--- src/sv/pbr_pkg.sv ---
// Shared types, codes and constants for the PE base relocation engine.
// No dependencies; every other file imports this package.
package pbr_pkg;

    // Field widths
    localparam int unsigned KIND_W   = 2;
    localparam int unsigned BYTE_W   = 8;
    localparam int unsigned VALUE_W  = 64;
    localparam int unsigned ACTION_W = 2;
    localparam int unsigned OFFSET_W = 33;
    localparam int unsigned STATUS_W = 2;
    localparam int unsigned ADDR_W   = 32;
    localparam int unsigned SIZE_W   = 32;
    localparam int unsigned SUM_W    = 34;
    localparam int unsigned ENTRY_OFFS_W = 12;

    // APB register map: registers on an 8-byte stride with 64-bit data
    localparam int unsigned APB_ADDR_W = 4;
    localparam int unsigned APB_DATA_W = 64;
    localparam logic REG_DELTA    = 1'b0;
    localparam logic REG_DIR_SIZE = 1'b1;

    // Result queue depth (at least two: one beat may yield two results)
    localparam int unsigned RESULT_DEPTH_DEFAULT = 4;

    // Input kinds
    localparam logic [KIND_W-1:0] KIND_START  = 2'd0;
    localparam logic [KIND_W-1:0] KIND_BYTE   = 2'd1;
    localparam logic [KIND_W-1:0] KIND_TARGET = 2'd2;

    // Result actions
    localparam logic [ACTION_W-1:0] ACT_READ   = 2'd0;
    localparam logic [ACTION_W-1:0] ACT_WRITE  = 2'd1;
    localparam logic [ACTION_W-1:0] ACT_FINISH = 2'd2;

    // Finish status
    localparam logic [STATUS_W-1:0] ST_OK          = 2'd0;
    localparam logic [STATUS_W-1:0] ST_NO_RELOCS   = 2'd1;
    localparam logic [STATUS_W-1:0] ST_UNSUPPORTED = 2'd2;

    // Directory format
    localparam logic [SIZE_W-1:0] HEADER_BYTES = 32'd8;
    localparam logic [3:0]        TYPE_PAD     = 4'd0;
    localparam logic [3:0]        TYPE_DIR64   = 4'd10;

    typedef enum logic [2:0] {
        PH_IDLE    = 3'd0,
        PH_HEADER  = 3'd1,
        PH_ENTRIES = 3'd2,
        PH_WAIT    = 3'd3,
        PH_DONE    = 3'd4
    } phase_t;

    typedef struct packed {
        logic [ACTION_W-1:0] action;
        logic [OFFSET_W-1:0] target_offset;
        logic [VALUE_W-1:0]  new_value;
        logic [STATUS_W-1:0] status;
        logic                last;
    } res_t;

    // One accepted input beat as seen by the parser
    typedef struct packed {
        logic [KIND_W-1:0]  kind;
        logic [BYTE_W-1:0]  byte_value;
        logic [VALUE_W-1:0] target_value;
    } step_t;

    // Results produced by one beat: zero, one or two
    typedef struct packed {
        logic [1:0] cnt;
        res_t       r0;
        res_t       r1;
    } emit_t;

endpackage

--- src/sv/pbr_if.sv ---
// Valid/ready channel interfaces for the input beats and the result beats.
// Depends on pbr_pkg for field widths.
interface pbr_in_if;
    import pbr_pkg::*;

    logic               valid;
    logic               ready;
    logic [KIND_W-1:0]  kind;
    logic [BYTE_W-1:0]  byte_value;
    logic [VALUE_W-1:0] target_value;

    modport source (output valid, kind, byte_value, target_value, input ready);
    modport sink   (input valid, kind, byte_value, target_value, output ready);
endinterface

interface pbr_out_if;
    import pbr_pkg::*;

    logic                valid;
    logic                ready;
    logic [ACTION_W-1:0] action;
    logic [OFFSET_W-1:0] target_offset;
    logic [VALUE_W-1:0]  new_value;
    logic [STATUS_W-1:0] status;
    logic                last;

    modport source (output valid, action, target_offset, new_value, status, last,
                    input ready);
    modport sink   (input valid, action, target_offset, new_value, status, last,
                    output ready);
endinterface

--- src/sv/pbr_parser.sv ---
// Relocation directory parser: parse state registers and the combinational step logic.
// Depends on pbr_pkg.
module pbr_parser
(
    input  logic                            clk,
    input  logic                            rst_n,
    input  logic                            step_en,
    input  pbr_pkg::step_t                  step,
    input  logic [pbr_pkg::VALUE_W-1:0]     delta,
    input  logic [pbr_pkg::SIZE_W-1:0]      directory_size,
    output pbr_pkg::emit_t                  emit
);
    import pbr_pkg::*;

    phase_t              phase_reg, phase_next;
    logic [ADDR_W-1:0]   page_reg, page_next;
    logic [SIZE_W-1:0]   blen_reg, blen_next;
    logic [SIZE_W-1:0]   bib_reg, bib_next;
    logic [SUM_W-1:0]    consumed_reg, consumed_next;
    logic [BYTE_W-1:0]   low_reg, low_next;
    logic [OFFSET_W-1:0] pending_reg, pending_next;

    // Parse state
    always_ff @(posedge clk or negedge rst_n)
    begin
        if (!rst_n)
        begin
            phase_reg    <= PH_IDLE;
            page_reg     <= '0;
            blen_reg     <= '0;
            bib_reg      <= '0;
            consumed_reg <= '0;
            low_reg      <= '0;
            pending_reg  <= '0;
        end
        else if (step_en)
        begin
            phase_reg    <= phase_next;
            page_reg     <= page_next;
            blen_reg     <= blen_next;
            bib_reg      <= bib_next;
            consumed_reg <= consumed_next;
            low_reg      <= low_next;
            pending_reg  <= pending_next;
        end
    end

    // Step logic: next state and up to two results
    always_comb
    begin
        logic [2:0]              hdr_idx;
        logic [4:0]              shamt;
        logic [3:0]              etype;
        logic [ENTRY_OFFS_W-1:0] eoffs;
        logic                    do_check;
        res_t                    fin;

        phase_next    = phase_reg;
        page_next     = page_reg;
        blen_next     = blen_reg;
        bib_next      = bib_reg;
        consumed_next = consumed_reg;
        low_next      = low_reg;
        pending_next  = pending_reg;
        emit          = '0;
        do_check      = 1'b0;
        fin           = '0;
        fin.action    = ACT_FINISH;
        hdr_idx       = bib_reg[2:0];
        shamt         = {hdr_idx[1:0], 3'b000};
        etype         = step.byte_value[7:4];
        eoffs         = {step.byte_value[3:0], low_reg};

        case (step.kind)
            KIND_START:
            begin
                page_next     = '0;
                blen_next     = '0;
                bib_next      = '0;
                consumed_next = '0;
                low_next      = '0;
                pending_next  = '0;
                if (directory_size == '0)
                begin
                    phase_next    = PH_DONE;
                    emit.cnt      = 2'd1;
                    emit.r0       = fin;
                    emit.r0.status = ST_NO_RELOCS;
                end
                else
                begin
                    phase_next = PH_HEADER;
                end
            end
            KIND_BYTE:
            begin
                if (phase_reg == PH_HEADER)
                begin
                    // little-endian page address, then block size
                    if (!hdr_idx[2])
                        page_next = page_reg | (ADDR_W'(step.byte_value) << shamt);
                    else
                        blen_next = blen_reg | (SIZE_W'(step.byte_value) << shamt);
                    bib_next = SIZE_W'(hdr_idx) + SIZE_W'(1);
                    if (hdr_idx == 3'd7)
                    begin
                        if (blen_next < HEADER_BYTES)
                        begin
                            phase_next     = PH_DONE;
                            emit.cnt       = 2'd1;
                            emit.r0        = fin;
                            emit.r0.status = ST_UNSUPPORTED;
                        end
                        else
                        begin
                            do_check = 1'b1;
                        end
                    end
                end
                else if (phase_reg == PH_ENTRIES)
                begin
                    bib_next = bib_reg + SIZE_W'(1);
                    if (!bib_reg[0])
                    begin
                        // low byte of an entry; an odd trailing byte is dropped
                        if (bib_next != blen_reg)
                            low_next = step.byte_value;
                        do_check = 1'b1;
                    end
                    else if (etype == TYPE_PAD)
                    begin
                        do_check = 1'b1;
                    end
                    else if (etype != TYPE_DIR64)
                    begin
                        phase_next     = PH_DONE;
                        emit.cnt       = 2'd1;
                        emit.r0        = fin;
                        emit.r0.status = ST_UNSUPPORTED;
                    end
                    else
                    begin
                        pending_next = OFFSET_W'(page_reg) + OFFSET_W'(eoffs);
                        phase_next   = PH_WAIT;
                        emit.cnt     = 2'd1;
                        emit.r0.action        = ACT_READ;
                        emit.r0.target_offset = pending_next;
                    end
                end
            end
            KIND_TARGET:
            begin
                if (phase_reg == PH_WAIT)
                begin
                    emit.cnt              = 2'd1;
                    emit.r0.action        = ACT_WRITE;
                    emit.r0.target_offset = pending_reg;
                    emit.r0.new_value     = step.target_value + delta;
                    do_check              = 1'b1;
                end
            end
            default:
            begin
            end
        endcase

        // Block end: add its size to the running total, maybe finish the pass
        if (do_check)
        begin
            if (bib_next == blen_next)
            begin
                consumed_next = consumed_reg + SUM_W'(blen_next);
                bib_next      = '0;
                if (consumed_next >= SUM_W'(directory_size))
                begin
                    phase_next = PH_DONE;
                    fin.status = ST_OK;
                    if (emit.cnt == 2'd0)
                        emit.r0 = fin;
                    else
                        emit.r1 = fin;
                    emit.cnt = emit.cnt + 2'd1;
                end
                else
                begin
                    phase_next = PH_HEADER;
                    page_next  = '0;
                    blen_next  = '0;
                end
            end
            else
            begin
                phase_next = PH_ENTRIES;
            end
        end

        // Mark the final result of this beat
        if (emit.cnt == 2'd1)
            emit.r0.last = 1'b1;
        else if (emit.cnt == 2'd2)
            emit.r1.last = 1'b1;

        if (!step_en)
            emit.cnt = 2'd0;
    end

endmodule

--- src/sv/pbr_result_fifo.sv ---
// Result queue: takes up to two results per cycle, hands out one per beat.
// Depends on pbr_pkg for the result type.
module pbr_result_fifo
#(
    parameter int unsigned DEPTH = pbr_pkg::RESULT_DEPTH_DEFAULT
)
(
    input  logic          clk,
    input  logic          rst_n,
    input  logic [1:0]    push_cnt,
    input  pbr_pkg::res_t push0,
    input  pbr_pkg::res_t push1,
    output logic          room,
    output logic          head_valid,
    input  logic          head_ready,
    output pbr_pkg::res_t head_data
);
    import pbr_pkg::*;

    localparam int unsigned PW = (DEPTH > 1) ? $clog2(DEPTH) : 1;
    localparam int unsigned CW = $clog2(DEPTH + 1);

    res_t          mem [DEPTH];
    logic [PW-1:0] wr_ptr_reg, wr_ptr_next;
    logic [PW-1:0] rd_ptr_reg, rd_ptr_next;
    logic [CW-1:0] count_reg, count_next;
    logic [PW-1:0] wr_ptr_inc;
    logic          pop;

    function automatic logic [PW-1:0] ptr_inc(input logic [PW-1:0] p);
        ptr_inc = (p == PW'(DEPTH - 1)) ? '0 : p + 1'b1;
    endfunction

    assign wr_ptr_inc = ptr_inc(wr_ptr_reg);
    assign pop        = head_valid && head_ready;
    assign head_valid = (count_reg != '0);
    assign head_data  = mem[rd_ptr_reg];
    assign room       = (count_reg <= CW'(DEPTH - 2));

    // Pointer and fill bookkeeping
    always_comb
    begin
        count_next  = count_reg + CW'(push_cnt) - CW'(pop);
        rd_ptr_next = pop ? ptr_inc(rd_ptr_reg) : rd_ptr_reg;
        case (push_cnt)
            2'd1:    wr_ptr_next = wr_ptr_inc;
            2'd2:    wr_ptr_next = ptr_inc(wr_ptr_inc);
            default: wr_ptr_next = wr_ptr_reg;
        endcase
    end

    always_ff @(posedge clk or negedge rst_n)
    begin
        if (!rst_n)
        begin
            wr_ptr_reg <= '0;
            rd_ptr_reg <= '0;
            count_reg  <= '0;
        end
        else
        begin
            wr_ptr_reg <= wr_ptr_next;
            rd_ptr_reg <= rd_ptr_next;
            count_reg  <= count_next;
        end
    end

    // Storage
    always_ff @(posedge clk)
    begin
        if (push_cnt != 2'd0)
            mem[wr_ptr_reg] <= push0;
        if (push_cnt == 2'd2)
            mem[wr_ptr_inc] <= push1;
    end

endmodule

--- src/sv/pe_base_reloc_engine.sv ---
// Top level of the PE base relocation engine: APB registers, input register,
// parser and result queue. Depends on pbr_pkg, pbr_if, pbr_parser, pbr_result_fifo.
//
//   channel   dir  handshake      beat carries
//   items     in   valid/ready    kind, byte_value, target_value
//   results   out  valid/ready    action, target_offset, new_value, status, last
//   apb       in   psel/penable   delta @0x0, directory_size @0x8 (64-bit data)
//
// Each input beat is registered, then parsed; one beat per cycle is sustained while
// the queue has room. A beat yields at most two results, pushed into a queue of
// RESULT_DEPTH entries; the parse step waits while fewer than two slots are free.
// A stalled result side holds the input register and drops items.ready.
// Reset (rst_n low) clears parse state, queue and registers; no clearing pass.
module pe_base_reloc_engine
#(
    parameter int unsigned RESULT_DEPTH = pbr_pkg::RESULT_DEPTH_DEFAULT
)
(
    input  logic                              clk,
    input  logic                              rst_n,
    pbr_in_if.sink                            items,
    pbr_out_if.source                         results,
    input  logic                              psel,
    input  logic                              penable,
    input  logic                              pwrite,
    input  logic [pbr_pkg::APB_ADDR_W-1:0]    paddr,
    input  logic [pbr_pkg::APB_DATA_W-1:0]    pwdata,
    output logic [pbr_pkg::APB_DATA_W-1:0]    prdata,
    output logic                              pready
);
    import pbr_pkg::*;

    logic [VALUE_W-1:0] delta_reg;
    logic [SIZE_W-1:0]  dir_size_reg;
    logic               in_vld_reg;
    step_t              step_reg;
    logic               fifo_room;
    logic               fire;
    emit_t              emit;
    res_t               head;
    logic               cfg_wr;

    // APB registers
    assign pready = 1'b1;
    assign cfg_wr = psel && penable && pwrite;
    assign prdata = (paddr[3] == REG_DIR_SIZE) ? APB_DATA_W'(dir_size_reg)
                                               : APB_DATA_W'(delta_reg);

    always_ff @(posedge clk or negedge rst_n)
    begin
        if (!rst_n)
        begin
            delta_reg    <= '0;
            dir_size_reg <= '0;
        end
        else if (cfg_wr)
        begin
            if (paddr[3] == REG_DELTA)
                delta_reg <= pwdata[VALUE_W-1:0];
            else
                dir_size_reg <= pwdata[SIZE_W-1:0];
        end
    end

    // Input register: parse fires when the queue can take two results
    assign fire        = in_vld_reg && fifo_room;
    assign items.ready = !in_vld_reg || fire;

    always_ff @(posedge clk or negedge rst_n)
    begin
        if (!rst_n)
            in_vld_reg <= 1'b0;
        else if (items.ready)
            in_vld_reg <= items.valid;
    end

    always_ff @(posedge clk)
    begin
        if (items.valid && items.ready)
        begin
            step_reg.kind         <= items.kind;
            step_reg.byte_value   <= items.byte_value;
            step_reg.target_value <= items.target_value;
        end
    end

    pbr_parser u_parser
    (
        .clk            (clk),
        .rst_n          (rst_n),
        .step_en        (fire),
        .step           (step_reg),
        .delta          (delta_reg),
        .directory_size (dir_size_reg),
        .emit           (emit)
    );

    pbr_result_fifo #(.DEPTH(RESULT_DEPTH)) u_fifo
    (
        .clk        (clk),
        .rst_n      (rst_n),
        .push_cnt   (emit.cnt),
        .push0      (emit.r0),
        .push1      (emit.r1),
        .room       (fifo_room),
        .head_valid (results.valid),
        .head_ready (results.ready),
        .head_data  (head)
    );

    assign results.action        = head.action;
    assign results.target_offset = head.target_offset;
    assign results.new_value     = head.new_value;
    assign results.status        = head.status;
    assign results.last          = head.last;

`ifndef ASSERT_OFF
    // Two results from one beat: only the second one closes the beat
    a_two_results_last: assert property (@(posedge clk) disable iff (!rst_n)
        emit.cnt == 2'd2 |-> !emit.r0.last && emit.r1.last)
        else $error("two-result beat with wrong last marking");

    // A write result only comes from a read-back beat
    a_write_from_target: assert property (@(posedge clk) disable iff (!rst_n)
        emit.cnt != 2'd0 && emit.r0.action == ACT_WRITE |-> step_reg.kind == KIND_TARGET)
        else $error("write result from a beat that is not a read-back");

    // A held input beat stays put until the parser takes it
    a_stall_holds: assert property (@(posedge clk) disable iff (!rst_n)
        in_vld_reg && !fifo_room |=> in_vld_reg && $stable(step_reg))
        else $error("input register changed while stalled");
`endif

endmodule
--- src/flat_wrapper.sv ---
// flat-port wrapper written by rule: the top's interface ports become plain ports
module pe_base_reloc_engine_flat import pbr_pkg::*;
#(
    parameter int unsigned RESULT_DEPTH = pbr_pkg::RESULT_DEPTH_DEFAULT
)
  (clk, rst_n, psel, penable, pwrite, paddr, pwdata, prdata, pready, items_valid, items_kind, items_byte_value, items_target_value, items_ready, results_valid, results_action, results_target_offset, results_new_value, results_status, results_last, results_ready);
  pbr_in_if items_i ();
  pbr_out_if results_i ();
  input  logic clk;
  input  logic rst_n;
  input  logic psel;
  input  logic penable;
  input  logic pwrite;
  input  logic [pbr_pkg::APB_ADDR_W-1:0] paddr;
  input  logic [pbr_pkg::APB_DATA_W-1:0] pwdata;
  output logic [pbr_pkg::APB_DATA_W-1:0] prdata;
  output logic pready;
  input wire logic [$bits(items_i.valid)-1:0] items_valid;
  input wire logic [$bits(items_i.kind)-1:0] items_kind;
  input wire logic [$bits(items_i.byte_value)-1:0] items_byte_value;
  input wire logic [$bits(items_i.target_value)-1:0] items_target_value;
  output wire logic [$bits(items_i.ready)-1:0] items_ready;
  output wire logic [$bits(results_i.valid)-1:0] results_valid;
  output wire logic [$bits(results_i.action)-1:0] results_action;
  output wire logic [$bits(results_i.target_offset)-1:0] results_target_offset;
  output wire logic [$bits(results_i.new_value)-1:0] results_new_value;
  output wire logic [$bits(results_i.status)-1:0] results_status;
  output wire logic [$bits(results_i.last)-1:0] results_last;
  input wire logic [$bits(results_i.ready)-1:0] results_ready;
  assign items_i.valid = items_valid;
  assign items_i.kind = items_kind;
  assign items_i.byte_value = items_byte_value;
  assign items_i.target_value = items_target_value;
  assign items_ready = items_i.ready;
  assign results_valid = results_i.valid;
  assign results_action = results_i.action;
  assign results_target_offset = results_i.target_offset;
  assign results_new_value = results_i.new_value;
  assign results_status = results_i.status;
  assign results_last = results_i.last;
  assign results_i.ready = results_ready;
  pe_base_reloc_engine #(.RESULT_DEPTH(RESULT_DEPTH)) u_core (.clk(clk), .rst_n(rst_n), .items(items_i), .results(results_i), .psel(psel), .penable(penable), .pwrite(pwrite), .paddr(paddr), .pwdata(pwdata), .prdata(prdata), .pready(pready));
endmodule
--- config.mk ---
export PLATFORM = sky130hd
export DESIGN_NAME = pe_base_reloc_engine_flat
export DESIGN_NICKNAME = d
export VERILOG_FILES = /design/src/sv/pbr_pkg.sv /design/src/sv/pbr_if.sv /design/src/sv/pbr_parser.sv /design/src/sv/pbr_result_fifo.sv /design/src/sv/pe_base_reloc_engine.sv /design/src/flat_wrapper.sv
export SDC_FILE = /design/constraint.sdc
export NUM_CORES = 2
export LEC_CHECK = 0
export ABC_AREA = 1
export BUFFER_PORTS_ARGS = -buffer_cell sky130_fd_sc_hd__buf_2
export CAP_MARGIN = 10
export CORE_MARGIN = 3
export CORE_UTILIZATION = 50
export DETAILED_ROUTE_END_ITERATION = 6
export GPL_TIMING_DRIVEN = 0
export PLACE_DENSITY = 0.8
export SLEW_MARGIN = 10
export SYNTH_ARGS = -nofsm -noshare
export SYNTH_HDL_FRONTEND = slang
export SYNTH_SLANG_ARGS = --single-unit
--- constraint.sdc ---
create_clock -name clk -period 7.1 [get_ports clk]
set_input_delay 0.355 -clock clk [delete_from_list [all_inputs] [get_ports clk]]
set_output_delay 0.355 -clock clk [all_outputs]
set_load 0.05 [all_outputs]
* Word level (Yosys, flattened, before mapping)
Memory sizes are Yosys's and may differ from the RTL's.
Index checks and enable logic that the tools add are counted.
** Storage, ports and cells
- Register bits :: 352
- Bits in writable memories :: 408
- Bits of input ports :: 149
- Output and inout port bits :: 169
- Logic and storage cells :: 167
- Memories :: 1
** Operators by class
- Add/sub/neg operators :: 11
- Magnitude comparators :: 3
- Equal/unequal tests :: 28
- Shift operators :: 1
- Mux-type cells :: 83
- Bitwise gates (word level) :: 3
- Reduce and logical (&&, ||, !) cells :: 21
** Memory list
- u_core.u_fifo.mem :: words 4, width 102, rd ports 1, clocked after memory_dff 0, wr ports 2, RTL line pbr_result_fifo.sv:23 : res_t mem [DEPTH];
** Operators with widths (number)
- 103-bit two-way mux :: 6
- 206-bit two-way mux :: 3
- 32-bit two-way mux :: 16
- 101-bit one-hot mux with 3 select lines :: 1
- 102-bit two-way mux :: 2
- 32-bit one-hot mux with 2 select lines :: 3
- 33-bit two-way mux :: 5
- 104-bit two-way mux :: 1
- 34-bit two-way mux :: 3
- 100-bit two-way mux :: 1
- 33-bit one-hot mux with 2 select lines :: 1
- 64-bit adder :: 1
- 64-bit two-way mux :: 1
- 32-bit OR :: 2
- 3-bit two-way mux :: 12
- 35-bit two-way mux :: 1
- 34-bit by 32-bit adder with 34-bit output :: 1
- 34-bit by 32-bit >= comparator with 1-bit output :: 1
- 32-bit by 12-bit adder with 33-bit output :: 1
- 32-bit by 1-bit adder with 32-bit output (second input constant) :: 1
- 32-bit equality test :: 1
- 32-bit logical NOT :: 1
- 32-bit by 4-bit < comparator with 1-bit output (second input constant) :: 1
- 8-bit two-way mux :: 4
- other kinds (31) :: 80

* Longest topological paths before layout
- Depth after elaboration :: 19
- Mapped depth :: 43
- Gate-level depth less buffers :: 41

* By module
From an unflattened synthesis, not the netlist that was laid out.
** Unflattened totals
- Cell total of the unflattened synthesis :: 6334
- Area, all modules :: 47997.3 um^2
** Modules (own cells, without submodules)
- pbr_parser :: times used 1, cells each 3494, area an instance 21023.9 um^2, seq. area each 4354.2 um^2
- pbr_result_fifo :: times used 1, cells each 2166, area an instance 20169.3 um^2, seq. area each 12426.9 um^2
- pe_base_reloc_engine :: times used 1, cells each 674, area an instance 6804.0 um^2, seq. area each 4649.5 um^2

* Worst setup path before layout
No wires, ideal clock.
- Kind :: reg-to-reg
- Start point :: reg u_core.step_reg[72] (netlist name)
- End point :: mem u_core.u_fifo.mem[3][67] (netlist name)
- Library setup time :: 0.075 ns
- Arrival :: 6.208 ns
- Data required time :: 7.025 ns
- Path slack :: 0.817 ns
- Cell stages (with the launch flop) :: 42
- Path buffers :: 4
- Clock period less this slack :: 6.283 ns
- Path through :: edfxtp_1 ha_1 buf_2 inv_2 nor2_4 nand2_2 nor2_1 nor2_1 inv_1 ha_1 fa_1 nand3_1 nand2_1 a21oi_1 o21ai_0 a31oi_1 o21ai_0 xor2_1 [6 not listed] nand3_1 nand2_1 nand2_1 nand2_1 nand2_1 nand2_1 nand4_1 ha_1 clkbuf_1 nand3_1 ha_1 nor2_1 inv_1 nor2_1 inv_1 clkbuf_1 clkbuf_1 o21ai_0
** RTL lines
- from (decl) :: RTL line pe_base_reloc_engine.sv:36 : step_t step_reg;
- to (decl) :: RTL line pbr_result_fifo.sv:23

==> flow_metrics.py <==
metrics = {
    "synth": {
        "async_flop_share_pct": 36.6,
        "syn_area_per_cell_um2": 7.20,
        "syn_inst": 5807,
        "synth.distinct_cells": 53,
        "syn_nets": 6120,
        "yosysSeqAreaShare_pct": 41.7,
        "synth.cell_area_mm2": 0.0418,
        "yosys_register_bits": 760,
        "ys.warnings.count": 0,
        "ys.flop_type": "dfxtp_1",
        "synth_edf_count": 82,
    },
    "setup_path": {
        "cp.arrival_ns": 7.42,
        "slowest_stage": "edfxtp_1",
        "path_class": "reg -> reg",
        "crit_path_end_kind": "flip-flop",
        "reg2reg_setup_slack_ns": 0.25,
        "cp_data_required_time_ns": 7.67,
        "cp_slowest_stage_delay_ns": 0.47,
        "cp_num_buf_inv": 13,
        "cpMostUsedCell": "nand2_1",
        "start_kind": "flip-flop",
        "cpLargestDelayFamily": "simple AND/OR/NAND/NOR gates",
        "cp_max_fo": 10,
    },
    "clock_tree": {
        "clkSlewWorstSetupHoldPaths_ns": 0.06,
        "cts_buffers": 83,
        "cts_htree_levels": 3,
        "clockRootBuffer": "clkbuf_16",
        "cts_sinks": 760,
        "cts_tree": "done",
        "clock_latency_ns": 0.65,
        "cts.path.max_buffers": 3,
    },
    "floorplanning": {
        "core_area_mm2": 0.0825,
        "dieArea_mm2": 0.0871,
        "ioPinCount": 318,
        "initial_core_util_pct": 50.7,
        "die_h_um": 295,
        "num_rows": 105,
        "die_w_um": 295,
    },
    "power_and_ir_drop": {
        "seqPwrFrac_pct": 29.2,
        "p_leak_nw": 22.6,
        "pwr-share-clk_pct": 26.7,
        "ir_drop_uv": 260,
        "power.share.switching_pct": 46.3,
        "p_total_mw": 17.3,
        "switchingPower_mw": 7.99,
        "powerDensity_mw_per_mm2": 345,
        "p_int_mw": 9.27,
        "combPwrFrac_pct": 44.1,
    },
    "grt": {
        "grt_use_met1_pct": 46.9,
        "met3_usage_pct": 6.45,
        "grt-ovfl-total": 0,
        "grt_pass1_vias": 41800,
        "grtUsageMet2_pct": 56.1,
        "gr-usage-all-layers_pct": 35.8,
        "grt_max_degree": 106,
        "grt_busiest_layer": "met2",
        "antenna_found_initial": 9,
        "grt_pass1_wl_um": 243000,
    },
    "cells_and_area": {
        "layout_common_cells": "nand2_1 (1544), o21ai_0 (731), nor2_1 (579)",
        "largest_register_ffs": 408,
        "fin_nets": 6678,
        "area_growth_pct": 19.7,
        "drive_above_1_share_pct": 11.2,
        "utilization_pct": 60.7,
        "final_area_mm2": 0.0501,
        "final_common_cell": "nand2_1",
    },
    "timing": {
        "max_slew_margin_pct": 4.72,
        "setup_viol": 0,
        "fmax_mhz": 146,
        "skew_ns": 0.0318,
        "finalHoldViolCount": 0,
        "period_minus_slack_ns": 6.85,
        "worst_pin_slew_ns": 1.42,
        "hold-worst-slack_ns": 0.0150,
        "drv_slew": 0,
        "period_share_pct": 96.5,
        "setup_tns_ns": 0,
        "rsz0062_at_grt": "true",
    },
    "route": {
        "vias": 44700,
        "postRouteAntennaNets": 0,
        "drt-wirelength-per-cell_um": 21.4,
        "drc": 3,
        "firstDrtPassIters": 7,
        "drtIter0Drc": 5513,
        "routed_via_density": 5.96,
        "wirelength_um": 161000,
    },
    "job": {
        "drv_cap": 0,
    },
    "place": {
        "dp_hpwl_um": 118000,
        "place_congestion": 0.993,
        "place_area_mm2": 0.0449,
        "io_buffers": 312,
    },
    "outcome": {
        "violations": "design-rule violations",
        "status": "finished with violations",
    },
    "min_path": {
        "hold_path.class": "in -> reg",
    },
}
## logic make-up (layout without fill, tap and decap cells)
group,after synthesis,count (layout),share of synthesized area (%)
other cells,1,4,0.00897
xor+xnor,118,118,2.47
fa+ha+maj,164,164,4.98
buf+inv,792,1420,7.21
flops,760,760,41.7
compound gates,1401,1401,18.7
simple gates,2571,2571,25.0
## path summary, 6_finish.rpt
check                                        startpoint                           end  cells past startpoint
max in group asynchronous                         rst_n          u_core.delta_reg[60]                      3
worst max register to register      u_core.step_reg[73]      u_core.u_fifo.mem[3][64]                     39
worst min-delay path                          pwdata[2]        u_core.dir_size_reg[2]                      3
min in group asynchronous                         rst_n  u_core.u_parser.blen_reg[12]                      2
worst max-delay path                u_core.step_reg[73]      u_core.u_fifo.mem[3][64]                     39
worst min register to register  u_core.u_fifo.mem[2][1]       u_core.u_fifo.mem[2][1]                      2
## stage by stage
| stage | setup slack (ns) | cells |
|---|---|---|
| after floorplan | 0.817 | 5807 |
| after global placement | -2.47 | 7189 |
| after detailed placement | -2.55 | 7194 |
| after CTS | 0.00579 | 7493 |
| after global routing | -0.0801 | 7507 |
| final | 0.250 | 7508 |
## cell usage after synthesis (all sizes together) (2+ instances only)
library cell	instances	area, um2
xor2	95	832
clkbuf	236	886
a21o	17	128
xnor2	23	201
o211ai	33	248
nand4	61	397
a22o	32	280
inv	510	1910
nor3b	2	15.0
o21a	9	67.6
a31oi	28	175
clkinv	4	15.0
buf	42	198
nand3b	8	60.1
nand3	243	1230
nand2	1555	5850
o21bai	18	135
dfrtp	278	6960
dfxtp	400	8010
a32oi	15	131
or2	30	188
a21oi	209	1050
o221a	2	22.5
o31ai	6	45.0
nor2	597	2290
a2111oi	2	17.5
nor4	25	156
a21boi	9	67.6
o32ai	11	96.3
fa	4	80.1
nor3	49	245
ha	160	2000
edfxtp	82	2460
o22ai	220	1380
o21ai	783	3920
## what timing repair did
| item | 4_1_cts | 5_1_grt |
|---|---|---|
| setup buffers | 15 | 11 |
| gates resized for setup | 169 | 191 |
| gates cloned | 0 | 1 |
| endpoints found under the hold margin | 235 | 0 |
| pin swaps | 9 | 15 |
| hold buffers | 130 | 0 |
| setup endpoints to repair | 481 | 416 |
## metal layers
layer  routed length (um)  vias up
met5                   12        -
met4                10300        2
met3                17600      560
met2                71000     2711
met1                61900    20900
li1                     -    20500
## cell type report
type                    instances  area [um2]
fillers                      7376       32400
multi-input cells            4255       21900
flip-flops and latches        760       17400
repair buffers                473        3200
clock buffers                 122        2480
inverters                     514        1950
plain buffers                 277        1350
well taps                    1070        1340
clock inverters                33         404
diodes                          3        7.51
repair inverters                1        6.26
## tightest hold or removal path: stages
cell	delay, ns
buf_2	0.09
inv_1	0.08
o21ai_0	0.09
## power groups by stage
stage	Sequential, mW	Clock (mW)	Combinational (mW)
after floorplan	4.99	0	4.89
after global placement	5.12	0	7.15
after detailed placement	5.10	0	7.26
after CTS	5.02	4.60	7.40
after global routing	5.06	4.80	8.06
final	5.04	4.61	7.61
Power figures use the tool's default switching activity.
